<file path="src/hdl/wavetable_loop_oscillator_core_macros.svh">
// assertion macros for the wavetable loop oscillator core
// depends on nothing; included by the top level only
`ifndef WAVETABLE_LOOP_OSCILLATOR_CORE_MACROS_SVH
`define WAVETABLE_LOOP_OSCILLATOR_CORE_MACROS_SVH

// same-cycle implication, quiet while reset is asserted
`define WLO_ASSERT_NOW(label, clk, rst_n, ante, cons, msg) \
	label: assert property (@(posedge clk) disable iff (!rst_n) (ante) |-> (cons)) \
		else $error(msg);

// next-cycle implication, quiet while reset is asserted
`define WLO_ASSERT_NEXT(label, clk, rst_n, ante, cons, msg) \
	label: assert property (@(posedge clk) disable iff (!rst_n) (ante) |=> (cons)) \
		else $error(msg);

`endif

</file>
<file path="src/hdl/wlo_pkg.sv">
// shared constants for the wavetable loop oscillator: field widths,
// operation and register codes, reset values; depends on nothing
package wlo_pkg;

	localparam int DEF_MAX_FRAMES   = 1024;
	localparam int DEF_MAX_CHANNELS = 8;
	localparam int DEF_FRAC_BITS    = 16;
	localparam int DEF_SAMPLE_BITS  = 16;

	// word fields
	localparam int OP_W       = 2;
	localparam int ADDR_W     = 13;
	localparam int SAMPLE_W   = 16;
	localparam int DELTA_W    = 27;
	localparam int CH_IDX_W   = 3;

	// configuration registers
	localparam int TLEN_W      = 11;
	localparam int CHANS_W     = 4;
	localparam int INC_W       = 27;
	localparam int OFFSET_W    = 26;
	localparam int CFG_DATA_W  = 27;
	localparam int CFG_INDEX_W = 2;

	localparam logic [CFG_INDEX_W-1:0] REG_TABLE_LENGTH    = 2'd0;
	localparam logic [CFG_INDEX_W-1:0] REG_CHANNELS_IN_USE = 2'd1;
	localparam logic [CFG_INDEX_W-1:0] REG_PHASE_INCREMENT = 2'd2;
	localparam logic [CFG_INDEX_W-1:0] REG_PHASE_OFFSET    = 2'd3;

	localparam logic [TLEN_W-1:0]  RST_TABLE_LENGTH    = 11'd1024;
	localparam logic [CHANS_W-1:0] RST_CHANNELS_IN_USE = 4'd1;
	localparam logic [INC_W-1:0]   RST_PHASE_INCREMENT = 27'd65536;
	localparam logic [OFFSET_W-1:0] RST_PHASE_OFFSET   = 26'd0;

	// operation codes
	localparam logic [OP_W-1:0] OP_TICK   = 2'd0;
	localparam logic [OP_W-1:0] OP_WRITE  = 2'd1;
	localparam logic [OP_W-1:0] OP_ADJUST = 2'd2;

endpackage

</file>
<file path="src/hdl/wlo_mod.sv">
// phase reduction unit: signed fixed-point value modulo nf frames,
// one restoring compare/subtract per cycle; depends on wlo_pkg defaults
module wlo_mod #(
	parameter int FRAC_BITS = wlo_pkg::DEF_FRAC_BITS,
	parameter int NF_W = 11,
	parameter int XW = 29,
	localparam int RW = NF_W + FRAC_BITS
) (
	input  logic                 clk,
	input  logic                 arst_n,
	input  logic                 start,
	input  logic signed [XW-1:0] x,
	input  logic [NF_W-1:0]      nf,
	output logic                 done,
	output logic [RW-1:0]        r
);
	localparam int IW   = XW - FRAC_BITS;
	localparam int KMAX = IW - 2;
	localparam int KW   = $clog2(IW);
	localparam int SW   = IW + NF_W;

	localparam logic [1:0] M_IDLE = 2'd0;
	localparam logic [1:0] M_RUN  = 2'd1;
	localparam logic [1:0] M_FIX  = 2'd2;

	logic [1:0]           st_q;
	logic                 done_q;
	logic [KW-1:0]        k_q;
	logic [IW-1:0]        int_q;
	logic [FRAC_BITS-1:0] frac_q;
	logic                 neg_q;
	logic [RW-1:0]        r_q;

	logic [XW-1:0] mag;
	logic [SW-1:0] nf_shift;
	logic          ge_shift;
	logic          below_nf;
	logic [RW-1:0] rem;
	logic [RW-1:0] per;

	assign mag      = x[XW-1] ? XW'(-x) : XW'(x);
	assign nf_shift = SW'(nf) << k_q;
	assign ge_shift = SW'(int_q) >= nf_shift;
	assign below_nf = SW'(int_q) < SW'(nf);
	assign rem      = {int_q[NF_W-1:0], frac_q};
	assign per      = {nf, {FRAC_BITS{1'b0}}};

	always_ff @(posedge clk or negedge arst_n) begin
		if (!arst_n) begin
			st_q   <= M_IDLE;
			done_q <= 1'b0;
		end else begin
			done_q <= 1'b0;
			unique case (st_q)
				M_IDLE: begin
					if (start) st_q <= M_RUN;
				end
				M_RUN: begin
					if (below_nf) st_q <= M_FIX;
				end
				M_FIX: begin
					st_q   <= M_IDLE;
					done_q <= 1'b1;
				end
				default: st_q <= M_IDLE;
			endcase
		end
	end

	always_ff @(posedge clk) begin
		if (st_q == M_IDLE && start) begin
			neg_q  <= x[XW-1];
			int_q  <= mag[XW-1:FRAC_BITS];
			frac_q <= mag[FRAC_BITS-1:0];
			k_q    <= KW'(KMAX);
		end else if (st_q == M_RUN && !below_nf) begin
			if (ge_shift) int_q <= int_q - nf_shift[IW-1:0];
			if (k_q != '0) k_q <= k_q - 1'b1;
		end
		if (st_q == M_FIX) begin
			// negative input: fold the magnitude's remainder back from the period
			r_q <= (neg_q && rem != '0) ? per - rem : rem;
		end
	end

	assign done = done_q;
	assign r    = r_q;
endmodule

</file>
<file path="config.mk">
export PLATFORM = sky130hd
export DESIGN_NAME = wlo_mod
export DESIGN_NICKNAME = d
export VERILOG_FILES = /design/src/hdl/wavetable_loop_oscillator_core_macros.svh /design/src/hdl/wlo_pkg.sv /design/src/hdl/wlo_mod.sv
export SDC_FILE = /design/constraint.sdc
export NUM_CORES = 1
export LEC_CHECK = 0
export ABC_AREA = 1
export BUFFER_PORTS_ARGS = -buffer_cell sky130_fd_sc_hd__buf_2
export CORE_ASPECT_RATIO = 0.6
export CORE_MARGIN = 3
export CORE_UTILIZATION = 50
export CTS_CLUSTER_DIAMETER = 30
export DETAILED_ROUTE_END_ITERATION = 10
export PLACE_DENSITY = 0.7
export SLEW_MARGIN = 5
export SYNTH_ARGS = -nofsm -noshare
export SYNTH_HDL_FRONTEND = slang
export SYNTH_SLANG_ARGS = --single-unit
</file>
<file path="constraint.sdc">
create_clock -name clk -period 3 [get_ports clk]
set_input_delay 0.15 -clock clk [delete_from_list [all_inputs] [get_ports clk]]
set_output_delay 0.15 -clock clk [all_outputs]
set_load 0.02 [all_outputs]
</file>
# After elaboration in Yosys (flattened, before gate mapping)
# Cells that the tools add are included.
[op_classes]
order_cmp = 2
n_eq_ne = 4
add_sub_neg = 4
reduce_logical = 12
muxes = 9
n_shift = 1
[op_table]
columns = ["cell", "n"]
rows = [
  ["$mux W13", 3],
  ["$mux W29", 1],
  ["$neg A29 Y29", 1],
  ["$mux W27", 1],
  ["$reduce_bool A27 Y1", 1],
  ["$sub A27 B27 Y27", 1],
  ["$ge A13 B24 Y1", 1],
  ["$shl A11 B4 Y24", 1],
  ["$lt A13 B11 Y1", 1],
  ["$sub A13 B13 Y13", 1],
  ["$reduce_and A2 Y1", 3],
  ["$mux W2", 2],
  ["$ne A2 B2 Y1 const B", 2],
  ["$pmux W2 S2", 1],
  ["$reduce_bool A2 Y1", 2],
  ["$reduce_bool A4 Y1", 1],
  ["$sub A4 B1 Y4 const B", 1],
  ["$logic_and A1 B1 Y1", 3],
  ["$eq A2 B1 Y1 const B", 1],
  ["$eq A2 B2 Y1 const B", 1],
  ["$logic_not A2 Y1", 1],
  ["$logic_not A1 Y1", 1],
  ["$mux W1", 1],
]
[word_totals]
output_inout_bits = 28
regBits = 64
word_cells = 39

# Longest topological paths before layout
# Gate-level depths: netlist (run 1).
[logic_depth]
ltp_word = 5
ltp_mapped = 20
mapped_depth_nobuf = 19

# Least setup slack after synthesis (run 1)
# No wires, ideal clock.
[synth_path]
path_type = "flip-flop to flip-flop"
startpoint = "register k_q[0]"
endpoint = "register int_q[0], enable pin"
path_slack_ps = 338
path_buffers = 1
path_stages_with_launch = 21
synth_period_minus_slack_ps = 2662
t_required_ps = 2644
t_arrival_ps = 2306
cell_sequence = "dfxtp_1 -> inv_1 -> buf_2 -> nand2_1 -> nand3_1 -> nand2_1 -> nand2_1 -> nand2_1 -> nor2_1 -> a31oi_1 -> ha_1 -> nand2_1 -> inv_1 -> nand2_1 -> nor2_1 -> nand2_1 -> nand3b_1 -> nand2_1 -> nand2_1 -> nand4_1 -> nand2_1"
[synth_via]
elab_chain_len = 4
[synth_lines]
columns = ["element", "line", "source"]
rows = [
  ["start: declaration", "wlo_mod.sv:28", "logic [KW-1:0] k_q;"],
  ["start signal: assignment", "wlo_mod.sv:75", "k_q <= KW'(KMAX);"],
  ["start signal: assignment", "wlo_mod.sv:78", "if (k_q != '0) k_q <= k_q - 1'b1;"],
  ["$shl A11 B4 Y24", "wlo_mod.sv:42", "assign nf_shift = SW'(nf) << k_q;"],
  ["$ge A13 B24 Y1", "wlo_mod.sv:43", "assign ge_shift = SW'(int_q) >= nf_shift;"],
  ["$reduce_bool A2 Y1 (no source line)", "-", ""],
  ["$reduce_and A2 Y1 (no source line)", "-", ""],
  ["end signal: assignment", "wlo_mod.sv:73", "int_q <= mag[XW-1:FRAC_BITS];"],
  ["end signal: assignment", "wlo_mod.sv:77", "if (ge_shift) int_q <= int_q - nf_shift[IW-1:0];"],
  ["end: declaration", "wlo_mod.sv:29", "logic [IW-1:0] int_q;"],
]
# No other way between the ends.
# A chain may end at the register's enable or synchronous reset.

# Final worst setup path (run 1)
[layout_path]
startpoint = "register k_q[0]"
endpoint = "register int_q[4], enable pin"
# The elaborated chain is that of the path after synthesis.

==> impl_metrics.env, run 1 <==
export IMPL_synth_area_per_cell_sq_um=6.882
export IMPL_rsz0062_at_grt="false"
export IMPL_synthesis_nets=910
export IMPL_max_clock_freq_mhz=353.3
export IMPL_finalCritPeriodShare=0.9436
export IMPL_fin_tns_setup_ps=0
export IMPL_fin_crit_ps=2831
export IMPL_dp_hpwl_um=14300
export IMPL_synthCells=829
export IMPL_powerDensity_nw_per_um2=983.1
export IMPL_cts_root_to_sink_buffers=2
export IMPL_antenna_cells=0
export IMPL_postSynth_asyncResetShare=0.04688
export IMPL_dpl_instance_area_sq_um=6302
export IMPL_highest_signal_layer="met4"
export IMPL_worstSetupEndpoint="int_q[4]"
export IMPL_io_pins=71
export IMPL_headroom_to_the_max_slew_limit=0.6207
export IMPL_numCtsBuffers=9
export IMPL_number_of_storage_elements_in_the_synthesis_netlist=64
export IMPL_pin_count_of_the_biggest_net_entering_global_routing=35
export IMPL_synth_top_area_frac=0.3000
export IMPL_syn_cell_area_sq_um=5705
export IMPL_gp_congestion=1.020
export IMPL_switching_power_uw=3186
export IMPL_worst_skew_late_latency_ps=330
export IMPL_die_w_um=143.9
export IMPL_dr_wl_met2_um=6669
export IMPL_intPower_uw=3370
export IMPL_share_comb_of_total_power=0.605
export IMPL_regToRegEndpoint="int_q[4]"
export IMPL_design_area_sq_um=6669
export IMPL_final_nets=1003
export IMPL_synth_most_common_cell="sky130_fd_sc_hd__nand2_1"
export IMPL_timing_hold_worst_path_depth=1
export IMPL_clock_power_share=0.145
export IMPL_cts_htree_levels=3
export IMPL_tritoncts="yes"
export IMPL_end_kind="flip-flop"
export IMPL_design_die_area_sq_um=12770
export IMPL_detail_route_wirelength_um=17660
export IMPL_synth_cells_most_frequent="sky130_fd_sc_hd__nand2_1, sky130_fd_sc_hd__nor2_1, sky130_fd_sc_hd__inv_1, sky130_fd_sc_hd__nand3_1, sky130_fd_sc_hd__edfxtp_1"
export IMPL_reg2regPathDepth=20
export IMPL_drv_slew=0
export IMPL_synth_largest_area_cell="sky130_fd_sc_hd__edfxtp_1"
export IMPL_finClkSkew_ps=8.273
export IMPL_seq_power_share=0.250
export IMPL_synthFlopType="sky130_fd_sc_hd__edfxtp_1"
export IMPL_critical_path_class="reg -> reg"
export IMPL_std_cell_rows=29
export IMPL_report_power_total_uw=6556
export IMPL_min_path_type="in -> reg"
export IMPL_worstPathRequired_ps=3090
export IMPL_r2r_start="k_q[0]"
export IMPL_global_route_overflow_total=0
export IMPL_timing_reg2reg_setup_slack_ps=170
export IMPL_grt_pass1_wl_um=27140
export IMPL_timing_critical_path_from_type="flip-flop"
export IMPL_yosysWarningCount=0
export IMPL_timing_final_hold_violations=0
export IMPL_detailedRoute_firstIterationViolations=725
export IMPL_floorplan_die_height_um=88.75
export IMPL_drive_above_1_share=0.1499
export IMPL_placeableCoreArea_sq_um=10850
export IMPL_place_worst_setup_slack_ps=77.40
export IMPL_detail_route_wirelength_met1_um=9213
export IMPL_sw_frac_of_total=0.4860
export IMPL_synth_lib_cells_used_distinct=42
export IMPL_critPathArrivalTime_ps=2920
export IMPL_clk_transition_reported_paths_ps=60
export IMPL_drc=0
export IMPL_wire_per_inst_um=16.57
export IMPL_run_status="finished, final reports clean"
export IMPL_worst_path_max_fanout=13
export IMPL_synth_seq_area_share=0.3272
export IMPL_ant_nets=0
export IMPL_cellLeakagePower_uw=0.003112
export IMPL_clkSinkCount=64
export IMPL_total_of_buffers_placed_on_input_and_output_ports=70
export IMPL_number_of_max_cap_violations=0
export IMPL_globalRouteTotalUtil=0.2782
export IMPL_area_delta_synth_final_pct=16.89
export IMPL_vdd_ir_drop_max_uv=500.2
export IMPL_worst_slack_ps=169.2
export IMPL_vias=5898
export IMPL_timing_critical_path_from="k_q[0]"
export IMPL_detailedRoute_firstPassIterationCount=6
export IMPL_max_slew_worst_pin_slew_ps=568.9
export IMPL_synth_edf_count=57
export IMPL_first_global_vias=5134
export IMPL_dr_wl_met3_um=1687
export IMPL_setup_failing_eps_final=0
export IMPL_synth_area_leaders="sky130_fd_sc_hd__edfxtp_1, sky130_fd_sc_hd__nand2_1, sky130_fd_sc_hd__ha_1"
export IMPL_routed_via_density=5.533
export IMPL_cts_root_buffer="sky130_fd_sc_hd__clkbuf_16"
export IMPL_antenna_found_initial=0
export IMPL_initial_utilization=0.5259
cells by family (layout without fill, tap and decap cells):
logic type | after synthesis | in the layout | synth area share
AND/OR/NAND/NOR | 472 | 472 | 0.3524
buffers and inverters | 111 | 209 | 0.07741
AO/OA/AOI/OAI | 107 | 107 | 0.1015
flip-flops | 64 | 64 | 0.3272
adder cells (fa/ha/maj) | 38 | 38 | 0.08465
XOR/XNOR | 37 | 37 | 0.05680
power by group through the flow:
stage	clock network [uW]	logic, uW	registers, uW
final	953	3960	1640
after global routing	1010	4430	1660
after CTS	968	3770	1600
after detailed placement	0	3750	1620
after floorplan	0	2580	1600
after global placement	0	3700	1610
through the flow:
step | hold slack [ps] | util | std cells
detailed placement | -51.85 | 0.5809 | 1041
floorplan | -145.6 | - | 829
global route | 6.508 | 0.6147 | 1066
global placement | -54.81 | 0.5809 | 1041
finish | 13.26 | 0.6147 | 1066
CTS | 6.037 | 0.6071 | 1058
per-layer routing:
| metal | vias up | global-route usage |
|---|---|---|
| li1 | 2921 | - |
| met1 | 2695 | 0.4541 |
| met2 | 265 | 0.3734 |
| met3 | 17 | 0.06210 |
| met4 | 0 | 0.03761 |
| met5 | - | 0 |
worst max-delay path: stages (launching register included):
cell and delay (ps):
sky130_fd_sc_hd__dfxtp_4 390, sky130_fd_sc_hd__clkinvlp_4 150, sky130_fd_sc_hd__buf_4 180, sky130_fd_sc_hd__nand2_1 70, sky130_fd_sc_hd__nand3_1 60, sky130_fd_sc_hd__nand2_1 100, sky130_fd_sc_hd__nand2_1 50, sky130_fd_sc_hd__nand2_1 80
sky130_fd_sc_hd__nor2_1 50, sky130_fd_sc_hd__a31oi_1 150, sky130_fd_sc_hd__ha_1 320, sky130_fd_sc_hd__nand2_1 100, sky130_fd_sc_hd__nand2_1 70, sky130_fd_sc_hd__a21oi_1 120, sky130_fd_sc_hd__nand2_1 60, sky130_fd_sc_hd__nand3b_1 170
sky130_fd_sc_hd__nand2_1 90, sky130_fd_sc_hd__nand2_1 50, sky130_fd_sc_hd__nand4_1 90, sky130_fd_sc_hd__nand2_1 90, sky130_fd_sc_hd__buf_12 160
sequential cells by signal, indices dropped and copies added (netlist names):
register  flops
done          1
k_q           4
r            27
int_q        13
st_q          2
neg_q         1
frac_q       16
placed cells by master, fill, tap and decap left out, drive strengths merged, types with 5 or more instances in the layout:
master / count
clkinvlp: 7
xnor2: 12
a21oi: 40
nor3: 14
edfxtp: 57
ha: 37
clkbuf: 9
o21ai: 51
inv: 92
nand4: 13
nand2: 248
clkinv: 5
nand3: 84
nor2: 103
buf: 95
xor2: 25
how the worst min path moves through the flow:
stage | startpoint | endpoint | slack, ps
5_1_grt | x[0] | frac_q[0] | 7
4_1_cts | x[0] | frac_q[0] | 6
2_1_floorplan | arst_n | done | -150
6_report | x[0] | frac_q[0] | 10
3_5_place_dp | arst_n | st_q[1] | -50
3_3_place_gp | arst_n | done | -50
what timing repair did:
action                                  CTS  global route
gates resized for setup                   0            11
endpoints found under the hold margin     3             0
buffers inserted                          0             6
endpoints found under the setup margin    0            16
hold buffers                              1             0
cell type report:
type                            instances  area (sq um)
Clock buffer                            9         225.2
Clock inverter                          7         48.80
Fill cell                            1050          4180
Inverter                               95         364.1
Multi-Input combinational cell        654          3405
Sequential cell                        64          1873
Tap cell                              139         173.9
Timing Repair Buffer                   96         564.3
Timing Repair inverter                  2         15.01
Note: power is estimated with default switching activity, not from simulation.
==> run 2, diff against run 1 <==
--- a/config.mk
+++ b/config.mk
@@ -9,10 +9,9 @@
 export BUFFER_PORTS_ARGS = -buffer_cell sky130_fd_sc_hd__buf_2
 export CORE_ASPECT_RATIO = 0.6
 export CORE_MARGIN = 3
-export CORE_UTILIZATION = 50
+export CORE_UTILIZATION = 25
 export CTS_CLUSTER_DIAMETER = 30
 export DETAILED_ROUTE_END_ITERATION = 10
-export PLACE_DENSITY = 0.7
 export SLEW_MARGIN = 5
 export SYNTH_ARGS = -nofsm -noshare
 export SYNTH_HDL_FRONTEND = slang
==> run 2 against run 1 <==
  * Flip-flop and latch count stayed put
  * Fmax down 0.55%
  * Worst hold slack improved by 8.9 ps
  * Combinational power is 4% higher
  * First-iteration DRC count decreased by 19%
==> impl_metrics.env, run 2 (same netlist as run 1, synthesis figures left out) <==
export IMPL_finalCritPeriodShare=0.9488
export IMPL_worstPathRequired_ps=3050
export IMPL_critical_path_slowest_cell="sky130_fd_sc_hd__dfxtp_4"
export IMPL_max_ffs_per_register=27
export IMPL_tritoncts="yes"
export IMPL_finClkSkew_ps=7.560
export IMPL_end_kind="flip-flop"
export IMPL_r2r_start="k_q[0]"
export IMPL_antenna_cells=0
export IMPL_cts_root_to_sink_buffers=2
export IMPL_grt_pass1_wl_um=27760
export IMPL_final_nets=1005
export IMPL_placeableCoreArea_sq_um=22230
export IMPL_place_inst=1205
export IMPL_timing_reg2reg_setup_slack_ps=150
export IMPL_run_status="finished, final reports clean"
export IMPL_worstHoldStart="x[0]"
export IMPL_timing_hold_worst_path_depth=1
export IMPL_layout_cells_most_common="sky130_fd_sc_hd__nand2_1"
export IMPL_floorplan_die_height_um=123.0
export IMPL_cts_root_buffer="sky130_fd_sc_hd__clkbuf_16"
export IMPL_max_slew_worst_pin_slew_ps=842.4
export IMPL_io_pins=71
export IMPL_min_path_type="in -> reg"
export IMPL_final_cells=1236
export IMPL_globalRouteTotalUtil=0.1439
export IMPL_critPathArrivalTime_ps=2900
export IMPL_number_of_max_cap_violations=0
export IMPL_powerDensity_nw_per_um2=974.5
export IMPL_design_die_area_sq_um=24730
export IMPL_ant_nets=0
export IMPL_drv_slew=0
export IMPL_clkSinkCount=64
export IMPL_first_global_vias=5025
export IMPL_final_cell_mix="sky130_fd_sc_hd__nand2_1, sky130_fd_sc_hd__nor2_1, sky130_fd_sc_hd__inv_1"
export IMPL_drc=0
export IMPL_antenna_found_initial=0
export IMPL_die_w_um=201.0
export IMPL_fin_crit_ps=2846
export IMPL_global_route_overflow_total=0
export IMPL_crit_path_max_incr_delay_ps=390
export IMPL_routed_via_density=4.653
export IMPL_gp_congestion=0.9489
export IMPL_wire_per_inst_um=14.73
export IMPL_area_delta_synth_final_pct=23.42
export IMPL_numCtsBuffers=9
export IMPL_cts_htree_levels=3
export IMPL_worst_path_most_repeated_cell="sky130_fd_sc_hd__nand2_1"
export IMPL_std_cell_rows=42
export IMPL_detailedRoute_firstPassIterationCount=5
export IMPL_cellLeakagePower_uw=0.003162
export IMPL_regToRegEndpoint="int_q[10]"
export IMPL_reg2regPathDepth=20
export IMPL_pin_count_of_the_biggest_net_entering_global_routing=35
export IMPL_drive_above_1_share=0.1703
export IMPL_vdd_ir_drop_max_uv=320.8
export IMPL_detailedRoute_firstIterationViolations=587
export IMPL_setup_failing_eps_final=0
export IMPL_clk_transition_reported_paths_ps=50
export IMPL_worst_path_max_fanout=14
export IMPL_worstHoldEndpoint="frac_q[0]"
export IMPL_initial_utilization=0.2567
export IMPL_dp_hpwl_um=14740
export IMPL_vias=5751
export IMPL_detail_route_wirelength_um=18210
export IMPL_timing_critical_path_cells="buf_8, nand2_1, nand3_1, nand2_1, nand2_1, nand2_1, nor2_1, a21oi_1, ha_1, nand2_1, inv_1, nand2_2, nor2_4, nand2_1, nand3b_1, nand2_1, nand2_1, nand4_1, nand2_2, clkbuf_16"
export IMPL_critical_path_class="reg -> reg"
export IMPL_finalCoreUtilization=0.3168
export IMPL_headroom_to_the_max_slew_limit=0.4349
export IMPL_max_clock_freq_mhz=351.3
export IMPL_timing_critical_path_from_type="flip-flop"
export IMPL_total_of_buffers_placed_on_input_and_output_ports=70
export IMPL_worst_skew_late_latency_ps=330
export IMPL_timing_final_hold_violations=0
==> run 2: changes by cell type in the layout (fill, tap and decap cells not counted), moves of 3 or more <==
cell	before	now
sky130_fd_sc_hd__clkinvlp_4	7	4
sky130_fd_sc_hd__nand2_2	3	12
sky130_fd_sc_hd__ha_1	37	34
sky130_fd_sc_hd__nand2_1	245	236
sky130_fd_sc_hd__ha_4	0	3
==> run 2: worst max-delay path by stage <==
stage,depth (start not counted),slack (ps),start,endpoint
2_1_floorplan,20,340,k_q[0],int_q[0]
3_3_place_gp,20,70,k_q[0],int_q[8]
3_5_place_dp,20,70,k_q[0],int_q[10]
4_1_cts,20,40,k_q[0],int_q[0]
5_1_grt,20,-40,k_q[0],int_q[5]
6_report,20,150,k_q[0],int_q[10]
==> run 2: worst max-delay path, delay by kind of cell (launching register included) <==
family,cells,cell delay [ps]
AND/OR/NAND/NOR,15,1350
buffers and inverters,3,410
flip-flops,1,390
AO/OA/AOI/OAI,1,60
adder cells (fa/ha/maj),1,360
==> run 2: metrics by stage <==
step	total power [uW]	hold WS, ps	instance area (sq um)	setup WS, ps	setup TNS (ps)
6_report	6862	22.19	7042	153.5	0
5_1_grt	7432	38.72	7042	-43.73	-429.8
2_1_floorplan	4184	-145.6	5705	337.9	0
3_3_place_gp	5302	-48.14	6476	66.74	0
4_1_cts	6375	27.75	6788	41.18	0
3_5_place_dp	5272	-46.33	6476	65.59	0
==> run 2: area by class of cell <==
type	instances	area (sq um)
Sequential cell	64	1872
Clock buffer	10	229.0
Timing Repair inverter	2	15.01
Clock inverter	5	72.57
Inverter	95	364.1
Tap cell	308	385.4
Fill cell	2342	15190
Multi-Input combinational cell	654	3500
Timing Repair Buffer	98	604.3
==> run 2: timing repair <==
action                                 CTS  global route
endpoints found under the hold margin    3             0
resized for setup                        0            34
setup buffers                            0            12
setup endpoints to repair                0            17
hold buffers                             1             0
==> run 2: report_power, final <==
| group | switching [uW] | total, uW | internal, uW |
|---|---|---|---|
| combinational | 2540 | 4110 | 1570 |
| clock | 370 | 1080 | 715 |
| sequential | 273 | 1660 | 1390 |
==> run 2: metal layers <==
metal  track usage  routed length [um]  vias up
met5             0                   0        -
met4       0.02455                 123        0
met3       0.04262                1927       14
met2        0.1883                6713      252
met1        0.2283                9448     2563
li1              -                   -     2922
